<file path="src/hdl/rhp_pkg.sv">
// Shared types and constants for the RTP header parser.
`timescale 1ns / 1ps
`default_nettype none

package rhp_pkg;

	// Largest packet that is counted before the overflow flag is raised.
	localparam logic [15:0] MAX_PACKET_BYTES = 16'hFFFF;

	// Fixed RTP header size and first-byte field masks.
	localparam logic [15:0] FIXED_HDR_BYTES = 16'd12;
	localparam logic [7:0]  VERSION_MASK    = 8'hC0;
	localparam logic [7:0]  VERSION_2       = 8'h80;
	localparam int unsigned BIT_PADDING     = 5;
	localparam int unsigned BIT_EXTENSION   = 4;
	localparam logic [15:0] EXT_HDR_BYTES   = 16'd4;

	// Configuration register word indexes.
	localparam logic REG_STRIP_PADDING = 1'b0;

	typedef enum logic [2:0] {
		ST_OK            = 3'd0,
		ST_SHORT_HDR     = 3'd1,
		ST_BAD_VER       = 3'd2,
		ST_SHORT_CSRC    = 3'd3,
		ST_SHORT_EXT_HDR = 3'd4,
		ST_SHORT_EXT     = 3'd5,
		ST_BAD_PAD       = 3'd6,
		ST_TOO_LONG      = 3'd7
	} status_t;

	// What the byte tracker knows about a packet once a byte has been taken.
	typedef struct packed {
		logic [15:0] len;
		logic [7:0]  hdr;
		logic [15:0] ext_words;
		logic        overflow;
		logic [7:0]  data;
	} pkt_snap_t;

	// One result item; packed so that status sits in the lowest bits.
	typedef struct packed {
		logic [7:0]  header_byte;
		logic [7:0]  padding_length;
		logic [15:0] payload_length;
		logic [15:0] payload_offset;
		status_t     status;
	} result_t;

endpackage

`default_nettype wire

</file>
<file path="src/hdl/rhp_result.sv">
// End-of-packet checks: status, payload offset and length, padding length.
`timescale 1ns / 1ps
`default_nettype none

module rhp_result import rhp_pkg::*; (
	input  wire pkt_snap_t snap,
	input  wire logic      strip_padding,
	output result_t        res
);

	logic [15:0] csrc_end;
	logic [18:0] ext_end;
	logic [18:0] hdr_end;
	logic [15:0] after_csrc;
	logic [15:0] plen_raw;
	logic        has_ext;
	logic        has_pad;

	assign has_ext    = snap.hdr[BIT_EXTENSION];
	assign has_pad    = snap.hdr[BIT_PADDING];
	assign csrc_end   = FIXED_HDR_BYTES + {10'd0, snap.hdr[3:0], 2'b00};
	assign after_csrc = snap.len - csrc_end;
	assign ext_end    = {3'd0, csrc_end} + {3'd0, EXT_HDR_BYTES} + {1'b0, snap.ext_words, 2'b00};
	assign hdr_end    = has_ext ? ext_end : {3'd0, csrc_end};
	assign plen_raw   = snap.len - hdr_end[15:0];

	always_comb begin
		res = '0;
		res.header_byte = snap.hdr;
		priority if (snap.overflow) begin
			res.status = ST_TOO_LONG;
		end else if (snap.len < FIXED_HDR_BYTES) begin
			res.status = ST_SHORT_HDR;
		end else if ((snap.hdr & VERSION_MASK) != VERSION_2) begin
			res.status = ST_BAD_VER;
		end else if (snap.len < csrc_end) begin
			res.status = ST_SHORT_CSRC;
		end else if (has_ext && (after_csrc < EXT_HDR_BYTES)) begin
			res.status = ST_SHORT_EXT_HDR;
		end else if ({3'd0, snap.len} < hdr_end) begin
			res.status = ST_SHORT_EXT;
		end else if (strip_padding && has_pad) begin
			if ((plen_raw == 16'd0) || (plen_raw < {8'd0, snap.data})) begin
				res.status = ST_BAD_PAD;
			end else begin
				res.status         = ST_OK;
				res.payload_offset = hdr_end[15:0];
				res.padding_length = snap.data;
				res.payload_length = plen_raw - {8'd0, snap.data};
			end
		end else begin
			res.status         = ST_OK;
			res.payload_offset = hdr_end[15:0];
			res.payload_length = plen_raw;
		end
	end

endmodule

`default_nettype wire

</file>
<file path="src/hdl/rtp_header_parser.sv">
// Top level of the RTP header parser: byte tracker, check stage and ports.
`timescale 1ns / 1ps
`default_nettype none

// The parser takes an RTP packet one byte per transfer on the slave stream,
// with s_tlast on the final byte, and gives one result transfer per packet on
// the master stream. It takes one byte every clock cycle while s_tready is
// high. Each byte updates a small tracker (byte count, first header byte,
// previous byte, the big-endian extension length found at offsets
// 12 + 4*CC + 2 and + 3, and an overflow flag) and is copied with that
// snapshot into an input register. The final byte's snapshot passes from
// the input register through the header checks into the result register.
// The slave side keeps taking bytes while a result waits to be transferred;
// it stalls only when a second finished packet would meet a result register
// still full. Status codes: 0 ok, 1 header shorter than 12 bytes, 2 version
// not 2, 3 CSRC list cut short, 4 extension header cut short, 5 extension
// words cut short, 6 bad padding count, 7 packet longer than 65535 bytes.
// Offset, lengths and padding are zero unless the status is ok. The single
// register, strip_padding at address 0 (reset 1), is to be written only
// while the parser is idle.

module rtp_header_parser import rhp_pkg::*; (
	input  wire logic        clk,
	input  wire logic        arst_n,
	// slave stream: tdata = data_byte[7:0]; tlast = last_byte
	input  wire logic        s_tvalid,
	output logic             s_tready,
	input  wire logic [7:0]  s_tdata,
	input  wire logic        s_tlast,
	// master stream: tdata = status[2:0], payload_offset[18:3],
	// payload_length[34:19], padding_length[42:35], header_byte[50:43], zero[55:51]
	output logic             m_tvalid,
	input  wire logic        m_tready,
	output logic [55:0]      m_tdata,
	// configuration port
	input  wire logic        psel,
	input  wire logic        penable,
	input  wire logic        pwrite,
	input  wire logic [2:0]  paddr,
	input  wire logic [31:0] pwdata,
	output logic [31:0]      prdata,
	output logic             pready
);

	// Configuration register.
	logic strip_q;

	// Per-packet tracker state.
	logic [15:0] count_q;
	logic [7:0]  hdr_q;
	logic [15:0] ext_q;
	logic [7:0]  prev_q;
	logic        ovf_q;

	// Input register and result register.
	pkt_snap_t snap_s1;
	logic      last_s1;
	logic      valid_s1;
	result_t   res_q;
	logic      out_valid_q;

	logic        accept;
	logic        out_free;
	logic        s1_done;
	logic        s1_to_out;
	logic        cfg_write;
	logic [15:0] ext_pos;
	pkt_snap_t   snap_nx;
	logic [15:0] ext_nx;
	result_t     res_nx;

	assign pready    = 1'b1;
	assign cfg_write = psel & penable & pwrite & pready;
	assign prdata    = (paddr[2] == REG_STRIP_PADDING) ? {31'd0, strip_q} : 32'd0;

	always_ff @(posedge clk or negedge arst_n) begin
		if (!arst_n) begin
			strip_q <= 1'b1;
		end else if (cfg_write && (paddr[2] == REG_STRIP_PADDING)) begin
			strip_q <= pwdata[0];
		end
	end

	// Handshake. The result register frees when it is empty or being drained;
	// the input register moves on at once for a mid-packet byte, and for a
	// final byte only when the result register can take it.
	assign out_free  = !out_valid_q || m_tready;
	assign s1_done   = valid_s1 && (!last_s1 || out_free);
	assign s1_to_out = valid_s1 && last_s1 && out_free;
	assign s_tready  = !valid_s1 || s1_done;
	assign accept    = s_tvalid && s_tready;

	// Tracker update for the byte now offered. The extension length ends at
	// 12 + 4*CC + 3, which is never byte 0, so the stored header byte serves.
	assign ext_pos = 16'd15 + {10'd0, hdr_q[3:0], 2'b00};
	assign ext_nx  = ((count_q != 16'd0) && (count_q == ext_pos)) ? {prev_q, s_tdata} : ext_q;

	always_comb begin
		snap_nx.hdr       = (count_q == 16'd0) ? s_tdata : hdr_q;
		snap_nx.ext_words = ext_nx;
		snap_nx.overflow  = ovf_q || (count_q >= MAX_PACKET_BYTES);
		snap_nx.len       = (count_q >= MAX_PACKET_BYTES) ? count_q : count_q + 16'd1;
		snap_nx.data      = s_tdata;
	end

	always_ff @(posedge clk or negedge arst_n) begin
		if (!arst_n) begin
			count_q <= '0;
			hdr_q   <= '0;
			ext_q   <= '0;
			prev_q  <= '0;
			ovf_q   <= 1'b0;
		end else if (accept) begin
			if (s_tlast) begin
				// Packet complete: the tracker starts afresh.
				count_q <= '0;
				hdr_q   <= '0;
				ext_q   <= '0;
				prev_q  <= '0;
				ovf_q   <= 1'b0;
			end else begin
				count_q <= snap_nx.len;
				hdr_q   <= snap_nx.hdr;
				ext_q   <= snap_nx.ext_words;
				prev_q  <= s_tdata;
				ovf_q   <= snap_nx.overflow;
			end
		end
	end

	always_ff @(posedge clk or negedge arst_n) begin
		if (!arst_n) begin
			valid_s1 <= 1'b0;
		end else if (accept) begin
			valid_s1 <= 1'b1;
		end else if (s1_done) begin
			valid_s1 <= 1'b0;
		end
	end

	always_ff @(posedge clk) begin
		if (accept) begin
			snap_s1 <= snap_nx;
			last_s1 <= s_tlast;
		end
	end

	rhp_result u_result (
		.snap          (snap_s1),
		.strip_padding (strip_q),
		.res           (res_nx)
	);

	always_ff @(posedge clk or negedge arst_n) begin
		if (!arst_n) begin
			out_valid_q <= 1'b0;
		end else if (s1_to_out) begin
			out_valid_q <= 1'b1;
		end else if (m_tready) begin
			out_valid_q <= 1'b0;
		end
	end

	always_ff @(posedge clk) begin
		if (s1_to_out) begin
			res_q <= res_nx;
		end
	end

	assign m_tvalid = out_valid_q;
	assign m_tdata  = {5'd0, res_q};

endmodule

`default_nettype wire

</file>
<file path="config.mk">
export PLATFORM = sky130hd
export DESIGN_NAME = rtp_header_parser
export DESIGN_NICKNAME = d
export VERILOG_FILES = /design/src/hdl/rhp_pkg.sv /design/src/hdl/rhp_result.sv /design/src/hdl/rtp_header_parser.sv
export SDC_FILE = /design/constraint.sdc
export NUM_CORES = 1
export LEC_CHECK = 0
export ABC_AREA = 1
export BUFFER_PORTS_ARGS = -buffer_cell sky130_fd_sc_hd__buf_4
export CORE_ASPECT_RATIO = 1.4
export CORE_MARGIN = 1.5
export CORE_UTILIZATION = 35
export CTS_CLUSTER_SIZE = 14
export DETAILED_ROUTE_END_ITERATION = 16
export GPL_TIMING_DRIVEN = 0
export PLACE_DENSITY_LB_ADDON = 0.12
export SLEW_MARGIN = 30
export SYNTH_ARGS = -nofsm -noshare
export SYNTH_HDL_FRONTEND = slang
export SYNTH_SLANG_ARGS = --single-unit
</file>
<file path="constraint.sdc">
create_clock -name clk -period 8 [get_ports clk]
set_clock_uncertainty 0.15 [all_clocks]
set_input_delay 0.4 -clock clk [delete_from_list [all_inputs] [get_ports clk]]
set_output_delay 0.4 -clock clk [all_outputs]
set_load 0.005 [all_outputs]
</file>
### Yosys cells after proc, flatten, opt, wreduce, memory -nomap -nowiden

Index checks and enable logic that the tools add are counted.

* memories: 0
* output and inout bits: 91
* bits in latches: 0
* bits in read-only memories: 0
* register bits after elaboration: 153
* RAM bits: 0

* multiply operators: 0
* bitwise operators: 4
* equal/unequal tests: 2
* reduce and logical (&&, ||, !) cells: 24
* divide/modulo/power cells: 0
* multiplexer cells: 22
* shift-type cells: 0
* $add $sub $neg: 8
* order comparisons: 6

Operators by type and width (number)
* $mux W16: 4
* $mux W35: 1
* $logic_not A16 Y1: 2
* $mux W32: 1
* $sub A16 B16 Y16: 2
* $mux W8: 3
* $add A19 B18 Y19: 1
* $lt A16 B19 Y1: 1
* $mux W19: 1
* $mux W3: 6
* $add A16 B3 Y17 const B: 1
* $add A16 B1 Y16 const B: 1
* $eq A16 B7 Y1: 1
* $ge A16 B16 Y1 const B: 1
* $lt A16 B16 Y1: 1
* $lt A16 B3 Y1 const B: 1
* $lt A16 B4 Y1 const B: 1
* $lt A16 B8 Y1: 1
* $reduce_bool A16 Y1: 1
* $sub A16 B8 Y16: 1
* $add A4 B6 Y7 const A: 2
* $logic_and A1 B1 Y1: 8
* $reduce_or A8 Y1: 1
* $mux W1: 6
* other kinds (8): 17

### Longest topological paths before layout

Gate-level depths: netlist (run 1).

* depth in word-level cells: 14
* depth in mapped cells: 34

### Cells and area by module

From an unflattened synthesis (run 1), not the netlist that was laid out.

* cells, all modules: 1208
* area total of the unflattened synthesis: 9635.5 µm²

Modules (own cells, without submodules)
* rtp_header_parser: area an instance 6466.2 µm², seq. area each 4335.4 µm², cells an instance 588, instances 1
* rhp_result: area an instance 3169.3 µm², seq. area each 0.0 µm², cells an instance 620, instances 1

### Worst setup path before layout (run 1)

No wires, ideal clock.

* kind: reg2reg
* from: reg snap_s1[25] (netlist name)
* to: reg res_q (netlist bit m_tdata[14]), data pin
* stages on the path, launching flop included: 31
* path slack: 3.359 ns
* library setup time: 0.265 ns
* required time: 7.585 ns
* arrival: 4.226 ns
* path buffers: 1
* cells stage by stage: edfxtp_1 > inv_1 > ha_1 > nor2_1 > nand2_1 > xnor2_1 > inv_1 > ha_1 > a21oi_1 > nand2_1 > xor2_1 > o21ai_0 > ha_1 > nand2_2 > inv_1 > nand2_1 > nand4_1 > nand2_1 > inv_1 > ha_1 > inv_1 > nor3_1 > nand2_1 > nand3_1 > nand2_1 > nand2_1 > nor2_1 > nand2_2 > o211ai_2 > buf_6 > nor2_2

* longest elaborated chain between the ends: 9
* elaborated cells between the ends (all ways): 16

RTL lines
* start: declaration: line rtp_header_parser.sv:56 `pkt_snap_t snap_s1;`
* start signal: assignment: line rtp_header_parser.sv:143 `snap_s1 <= snap_nx;`
* $add A4 B6 Y7 (*): line rhp_result.sv:21 `assign csrc_end = FIXED_HDR_BYTES + {10'd0, snap.hdr[3:0], 2'b00};`
* $add A16 B3 Y17: line rhp_result.sv:23 `assign ext_end = {3'd0, csrc_end} + {3'd0, EXT_HDR_BYTES} + {1'b0, snap.ext_words, 2'b00};`
* $add A19 B18 Y19: line rhp_result.sv:23
* $mux W19: line rhp_result.sv:24 `assign hdr_end = has_ext ? ext_end : {3'd0, csrc_end};`
* $sub A16 B16 Y16: line rhp_result.sv:25 `assign plen_raw = snap.len - hdr_end[15:0];`
* $lt A16 B8 Y1 or $logic_not A16 Y1 (tied branches): line rhp_result.sv:43 `if ((plen_raw == 16'd0) || (plen_raw < {8'd0, snap.data})) begin`
* $logic_or A1 B1 Y1: line rhp_result.sv:43
* $mux W32: line rhp_result.sv:43
* $mux W35: line rhp_result.sv:42 `end else if (strip_padding && has_pad) begin`
* end signal: assignment: line rtp_header_parser.sv:166 `res_q <= res_nx;`
* end: declaration: line rtp_header_parser.sv:59 `result_t res_q;`

Every way passes the cells marked *; elsewhere a longest branch is shown, timed or not.
A chain may end at the register's enable or synchronous reset.

### Worst setup path after layout (run 1)

* from: reg snap_s1[25] (netlist name)
* to: reg res_q (netlist bit m_tdata[42]), data pin

* longest elaborated chain between the ends: 8
* elaborated cells between the ends (all ways): 14

RTL lines (line)
* $add A4 B6 Y7 (*): rhp_result.sv:21
* $add A16 B3 Y17: rhp_result.sv:23
* $add A19 B18 Y19: rhp_result.sv:23
* $mux W19: rhp_result.sv:24
* $sub A16 B16 Y16: rhp_result.sv:25
* $lt A16 B8 Y1 or $logic_not A16 Y1 (tied branches): rhp_result.sv:43
* $logic_or A1 B1 Y1: rhp_result.sv:43
* $reduce_or A8 Y1 (no line) (*)

Marks and branches as above.

==> results.md, run 1 <==
- Outcome: complete, no violations
- CTS Root Cell: clkbuf_16
- Yosys warnings: 0
- TritonCTS clock tree: yes
- Unrepaired setup endpoints after global routing: no
- Worst Path Class, Setup: flip-flop to flip-flop
- First-pass GRT wire length: 38.1 mm
- # DRC: 0
- H-tree levels: 4
- CP endpoint kind: flip-flop
- Multi-input combinational cell area: 4020 µm²
- Final setup TNS: 0 ns
- Cts hold-fix bufs: 2
- Via count: 7,278
- Wire length on met2: 12.2 mm
- Max_cap viols: 0
- Post-CTS setup buffers: 0
- Vias in the first global route: 7,198
- Layout cells sized above 1: 17.4%
- Dpl hpwl: 19.0 mm
- Routed Wire Length: 23.7 mm
- Clk_lat worst skew: 0.44 ns
- Gr ovfl total: 0
- Core Rows: 70
- Hold crit path type: input port to flip-flop
- WL/cell: 15.1 µm
- Vias per inst: 4.64
- Syn Inst Count: 1,102
- Post-synthesis register bit count: 151
- Fin crit share: 70.6%
- # diodes: 0
- Ys async rst share: 34.4%
- Lkg Pwr: 5.12 nW
- Finished Cell Area: 11,000 µm²
- Uppermost layer routed: met4
- Slew headroom: 53.4%
- I/O Pins: 142
- PD cells: 252 nW/µm²
- R2r setup slk: 2.35 ns
- Longest Clk Path Bufs: 2
- Seq/Total Area, Yosys: 46.1%
- Post-synth EDFFs: 99
- Num Clock Sinks: 151
- Iteration-0 DRC Markers: 307
- Gpl congestion: 0.893
- VDD IR-drop max: 158 µV
- Pre-antenna DRT Iters: 5
- Initial Util: 35.6%
- Metal3 WL: 849 µm
- FF/Latch Area: 4280 µm²
- Final hold viol count: 0
- TritonCTS Buffers: 17
- Worst-margin pin slew: 0.700 ns
- Placed Area: 10,400 µm²
- Nets: 1,327
- Critical path's slowest cell: edfxtp_1
- Largest net degree at the start of global routing: 53
- Crit path DAT: 5.75 ns
- Tmin final: 5.65 ns
- CP most frequent cell: nand2_1
- Gr usage total: 18.1%
- CTS clk-pin slew, worst paths: 0.06 ns
- Die height: 196 µm
- Fillers: 2,631
- WHS: 0.0223 ns
- Top FF cell, synth: edfxtp_1
- Post-synthesis area per instance: 8.42 µm²
- Initial antenna violation count: 0
- Antenna Nets Post-Route: 0
- Number of library cell types mapped by synthesis: 48
- Slew Viols, Final: 0
- Die area: 27,500 µm²
- Crit start category: flip-flop
- Layout area overhead: 19.0%
- Final setup violation count: 0
- Met1 wire length: 9.59 mm
- Core area: 26,100 µm²
- Post-Syn Area: 9280 µm²
- Port bufs: 69
- CTS-repair resized insts: 0
- Slowest stage delay, CP: 0.49 ns
- Worst EP required: 8.11 ns
- Achievable frequency: 0.177 GHz
- Worst Path Max Fanout: 8
- Die Wd: 141 µm
cell usage in the layout (no fill, tap or decap), types with 10 or more instances in the layout:
| cell type | synthesis | final |
|---|---|---|
| a21oi_1 | 32 | 32 |
| buf_4 | 39 | 108 |
| clkbuf_1 | 12 | 13 |
| clkbuf_16 | 0 | 17 |
| conb_1 | 2 | 40 |
| dfrtp_1 | 51 | 51 |
| edfxtp_1 | 99 | 99 |
| ha_1 | 39 | 39 |
| inv_1 | 192 | 192 |
| nand2_1 | 241 | 241 |
| nand2_2 | 10 | 10 |
| nand3_1 | 54 | 54 |
| nand3b_1 | 11 | 11 |
| nand4_1 | 17 | 17 |
| nor2_1 | 77 | 76 |
| nor2_2 | 25 | 25 |
| nor3_1 | 19 | 19 |
| o21ai_0 | 38 | 38 |
| o21ai_1 | 11 | 11 |
| o21ai_2 | 10 | 10 |
| o22ai_1 | 32 | 32 |
| xor2_1 | 22 | 22 |
path summary, 6_finish.rpt:
path / start / end / cells after the start
worst min register to register: snap_s1[32]$_DFFE_PP_ / m_tdata[50]$_DFFE_PP_ / 0
min in group asynchronous: arst_n / ext_q[13]$_DFFE_PN0P_ / 2
max in group asynchronous: arst_n / count_q[12]$_DFFE_PN0P_ / 2
worst max-delay path: snap_s1[25]$_DFFE_PP_ / m_tdata[42]$_SDFFCE_PP0P_ / 29
worst min-delay path: s_tvalid / valid_s1$_DFFE_PN0P_ / 3
worst max register to register: snap_s1[25]$_DFFE_PP_ / m_tdata[42]$_SDFFCE_PP0P_ / 29
power by group:
group          total (mW)  switching [mW]  internal, mW  leakage [nW]
Combinational        1.03           0.652         0.382          3.17
Clock               0.817           0.328         0.489         0.278
Sequential          0.937          0.0356         0.901          1.67
metal layers:
layer  vias to the layer above  GRT usage, %
li1                       3784             -
met1                      3271          20.3
met2                       168          32.5
met3                        55          3.27
met4                         0          9.80
met5                         -             0
Yosys cell counts (all sizes together) (4+ instances only):
| library cell | n | area (µm²) |
|---|---|---|
| clkbuf | 12 | 45.0 |
| o211ai | 5 | 42.5 |
| nand3 | 56 | 290 |
| nand4 | 17 | 106 |
| nor4 | 5 | 43.8 |
| ha | 39 | 488 |
| xor2 | 22 | 193 |
| o22ai | 32 | 200 |
| nor2 | 104 | 468 |
| edfxtp | 99 | 2970 |
| inv | 194 | 728 |
| nand3b | 11 | 82.6 |
| o21ai | 59 | 333 |
| or2 | 7 | 46.3 |
| fa | 4 | 80.1 |
| xnor2 | 9 | 86.3 |
| buf | 48 | 363 |
| nand2 | 251 | 967 |
| nor3 | 23 | 141 |
| a31oi | 4 | 25.0 |
| dfrtp | 51 | 1280 |
| a21oi | 33 | 169 |
sequential cells by signal, summed over array words and instances (netlist names), 8 cells and up:
name     cells
count_q     16
m_tdata     49
snap_s1     49
ext_q       16
prev_q       8
hdr_q        8
logic make-up (layout without fill, tap and decap cells):
logic type	after synthesis	in the layout	share of synthesized area, %
simple gates	477	477	23.4
buf+inv	255	361	12.3
flops	151	151	46.1
compound gates	143	143	9.10
fa+ha+maj	43	43	6.12
xor+xnor	31	31	3.01
other cells	2	40	0.0809
metrics by stage:
| step | util, % | worst slack, ns | total power [mW] | instances |
|---|---|---|---|---|
| after floorplan | - | 3.36 | 1.71 | 1140 |
| after global placement | 39.7 | 2.37 | 1.99 | 1533 |
| after detailed placement | 40.0 | 2.38 | 1.99 | 1536 |
| after CTS | 42.3 | 2.35 | 2.82 | 1570 |
| after global routing | 42.3 | 1.77 | 2.99 | 1570 |
| final | 42.3 | 2.35 | 2.79 | 1570 |
worst max-delay path: cells and delay by family, from the launching register on:
kind	cells	cell delay [ns]
AOI/OAI and AO/OA	2	0.61
DFF	1	0.49
adders and majority gates	4	1.48
buffers and inverters	5	0.45
and+or+nand+nor	16	1.93
xor gates and xnor gates	2	0.34
area by class of cell:
cell class,count,area share [%]
timing repair buffer,74,5.55
tap,324,3.67
inverter,195,6.63
buffer,60,3.73
clock buffer,19,3.92
multi-input combinational,734,36.4
sequential,151,38.7
clock inverter,13,1.42
Power figures use the tool's default switching activity.
==> inputs of run 2 (changes only) <==
clock period = 4.8 ns   (was 8 ns; I/O delays follow)
==> results.md, run 2 (synthesis results as in run 1) <==
- Pre-antenna DRT Iters: 4
- Power, Total: 5.05 mW
- Final setup violation count: 0
- # DRC: 0
- Num Clock Sinks: 151
- Die Wd: 141 µm
- Hold crit path type: input port to asynchronous set/reset pin
- Critical path's slowest cell: edfxtp_1
- Iteration-0 DRC Markers: 345
- Final hold viol count: 0
- Commonest non-fill, non-tap cell in the layout: nand2_1
- Gr usage total: 18.3%
- H-tree levels: 4
- TritonCTS clock tree: yes
- Initial antenna violation count: 0
- Worst EP required: 4.82 ns
- Die area: 27,500 µm²
- Most frequent cells in the layout: 222 x nand2_1, 183 x inv_1, 128 x buf_4, 99 x edfxtp_1, 71 x nor2_1
- Core area: 26,100 µm²
- Gpl congestion: 0.893
- Achievable frequency: 0.216 GHz
- Longest Clk Path Bufs: 2
- CP most frequent cell: nand2_2
- Fin crit share: 96.6%
- Dpl hpwl: 19.0 mm
- PD cells: 427 nW/µm²
- CP endpoint kind: flip-flop
- Unrepaired setup endpoints after global routing: yes
- Port bufs: 69
- Routed Wire Length: 24.5 mm
- I/O Pins: 142
- Layout area overhead: 27.2%
- Layout Cells excl Fill: 1,607
- Antenna Nets Post-Route: 0
- Gr ovfl total: 0
- Fillers: 2,577
- Clk_lat worst skew: 0.44 ns
- Crit path DAT: 4.66 ns
- Crit start category: flip-flop
- Vias in the first global route: 7,281
- Die height: 196 µm
- Placed Area: 10,400 µm²
- Worst-margin pin slew: 0.698 ns
- Worst Path Class, Setup: flip-flop to flip-flop
- TritonCTS Buffers: 17
- Lkg Pwr: 5.36 nW
- Max_cap viols: 0
- Slowest stage delay, CP: 0.42 ns
- FF/Latch Area: 4280 µm²
- WL/cell: 15.2 µm
- Vias per inst: 4.66
- Reg-to-Reg Start: snap_s1[26]$_DFFE_PP_
- Worst Path Max Fanout: 5
- Initial Util: 35.6%
- # diodes: 0
- Finished Cell Area: 11,800 µm²
- Via count: 7,482
- Multi-input combinational cell area: 4410 µm²
- Tmin final: 4.64 ns
- First-pass GRT wire length: 38.5 mm
- Outcome: complete, no violations
- VDD IR-drop max: 269 µV
- Core Rows: 70
- Layout cells sized above 1: 24.5%
- Slew Viols, Final: 0
- Slew headroom: 53.5%
- Placed Cells: 1,536
- Largest net degree at the start of global routing: 53
- Critical path startpoint: snap_s1[26]$_DFFE_PP_
- Reg2Reg Depth: 30
- CTS Root Cell: clkbuf_16
- CTS clk-pin slew, worst paths: 0.06 ns
- Nets: 1,364
-- run 2: changes by cell type in the layout (fill, tap and decap cells not counted), sizes merged --
| cell | change |
|---|---|
| buf | +22 |
| dlygate4sd3 | +13 |
| clkbuf | +2 |
-- run 2: metal layers --
| metal | track usage (%) | vias to the layer above | routed length, µm |
|---|---|---|---|
| met4 | 9.41 | 0 | 1130 |
| met5 | 0 | - | 0 |
| met1 | 20.5 | 3399 | 9850 |
| li1 | - | 3854 | - |
| met2 | 33.2 | 170 | 12700 |
| met3 | 2.86 | 59 | 783 |
-- run 2: final cells by class --
class | count | share of cell area [%]
sequential | 151 | 36.2
clock inverter | 13 | 1.32
clock buffer | 19 | 3.67
buffer | 60 | 3.55
timing repair buffer | 111 | 8.25
multi-input combinational | 734 | 37.4
inverter | 195 | 6.22
tap | 324 | 3.43
-- run 2: repair_timing --
item | 4_1_cts | 5_1_grt
setup endpoints to repair | 40 | 40
hold endpoints to repair | 65 | 0
gates cloned | 0 | 2
gates resized for setup | 25 | 76
buffers inserted | 7 | 15
pin swaps | 2 | 36
hold buffers | 15 | 0
-- run 2: power breakdown --
part / internal (mW) / switching (mW) / total [mW] / leakage [nW]
sequential: 1.50 / 0.0556 / 1.56 / 1.67
combinational: 0.870 / 1.26 / 2.13 / 3.41
clock: 0.814 / 0.547 / 1.36 / 0.278
-- run 2: worst max-delay path: cells and delay by family, from the launching register on --
family | cells | cell delay, ns
compound gates | 4 | 0.74
xor+xnor | 2 | 0.36
fa+ha+maj | 4 | 0.97
buf+inv | 6 | 0.57
flops | 1 | 0.42
simple gates | 14 | 1.13
-- run 2: worst paths after layout --
| check | to | slack [ns] |
|---|---|---|
| max reg2reg | m_tdata[18]$_SDFFCE_PP0P_ | 0.16 |
| min reg2reg | m_tdata[50]$_DFFE_PP_ | 0.30 |
| min in group clk | m_tdata[50]$_DFFE_PP_ | 0.30 |
| max in group asynchronous | hdr_q[7]$_DFFE_PN0P_ | 3.78 |
| min | ext_q[13]$_DFFE_PN0P_ | 0.23 |
| max | m_tdata[18]$_SDFFCE_PP0P_ | 0.16 |
-- run 2: per-stage QoR --
step / hold slack [ns] / setup TNS [ns] / setup slack (ns) / utilization, %
after detailed placement: 0.186 / -29.68 / -0.824 / 40.0
after CTS: 0.257 / 0 / 0.00507 / 43.5
after global placement: 0.190 / -29.84 / -0.833 / 39.7
after global routing: 0.310 / -1.76 / -0.0880 / 45.3
after floorplan: -0.206 / 0 / 0.159 / -
final: 0.231 / 0 / 0.163 / 45.3
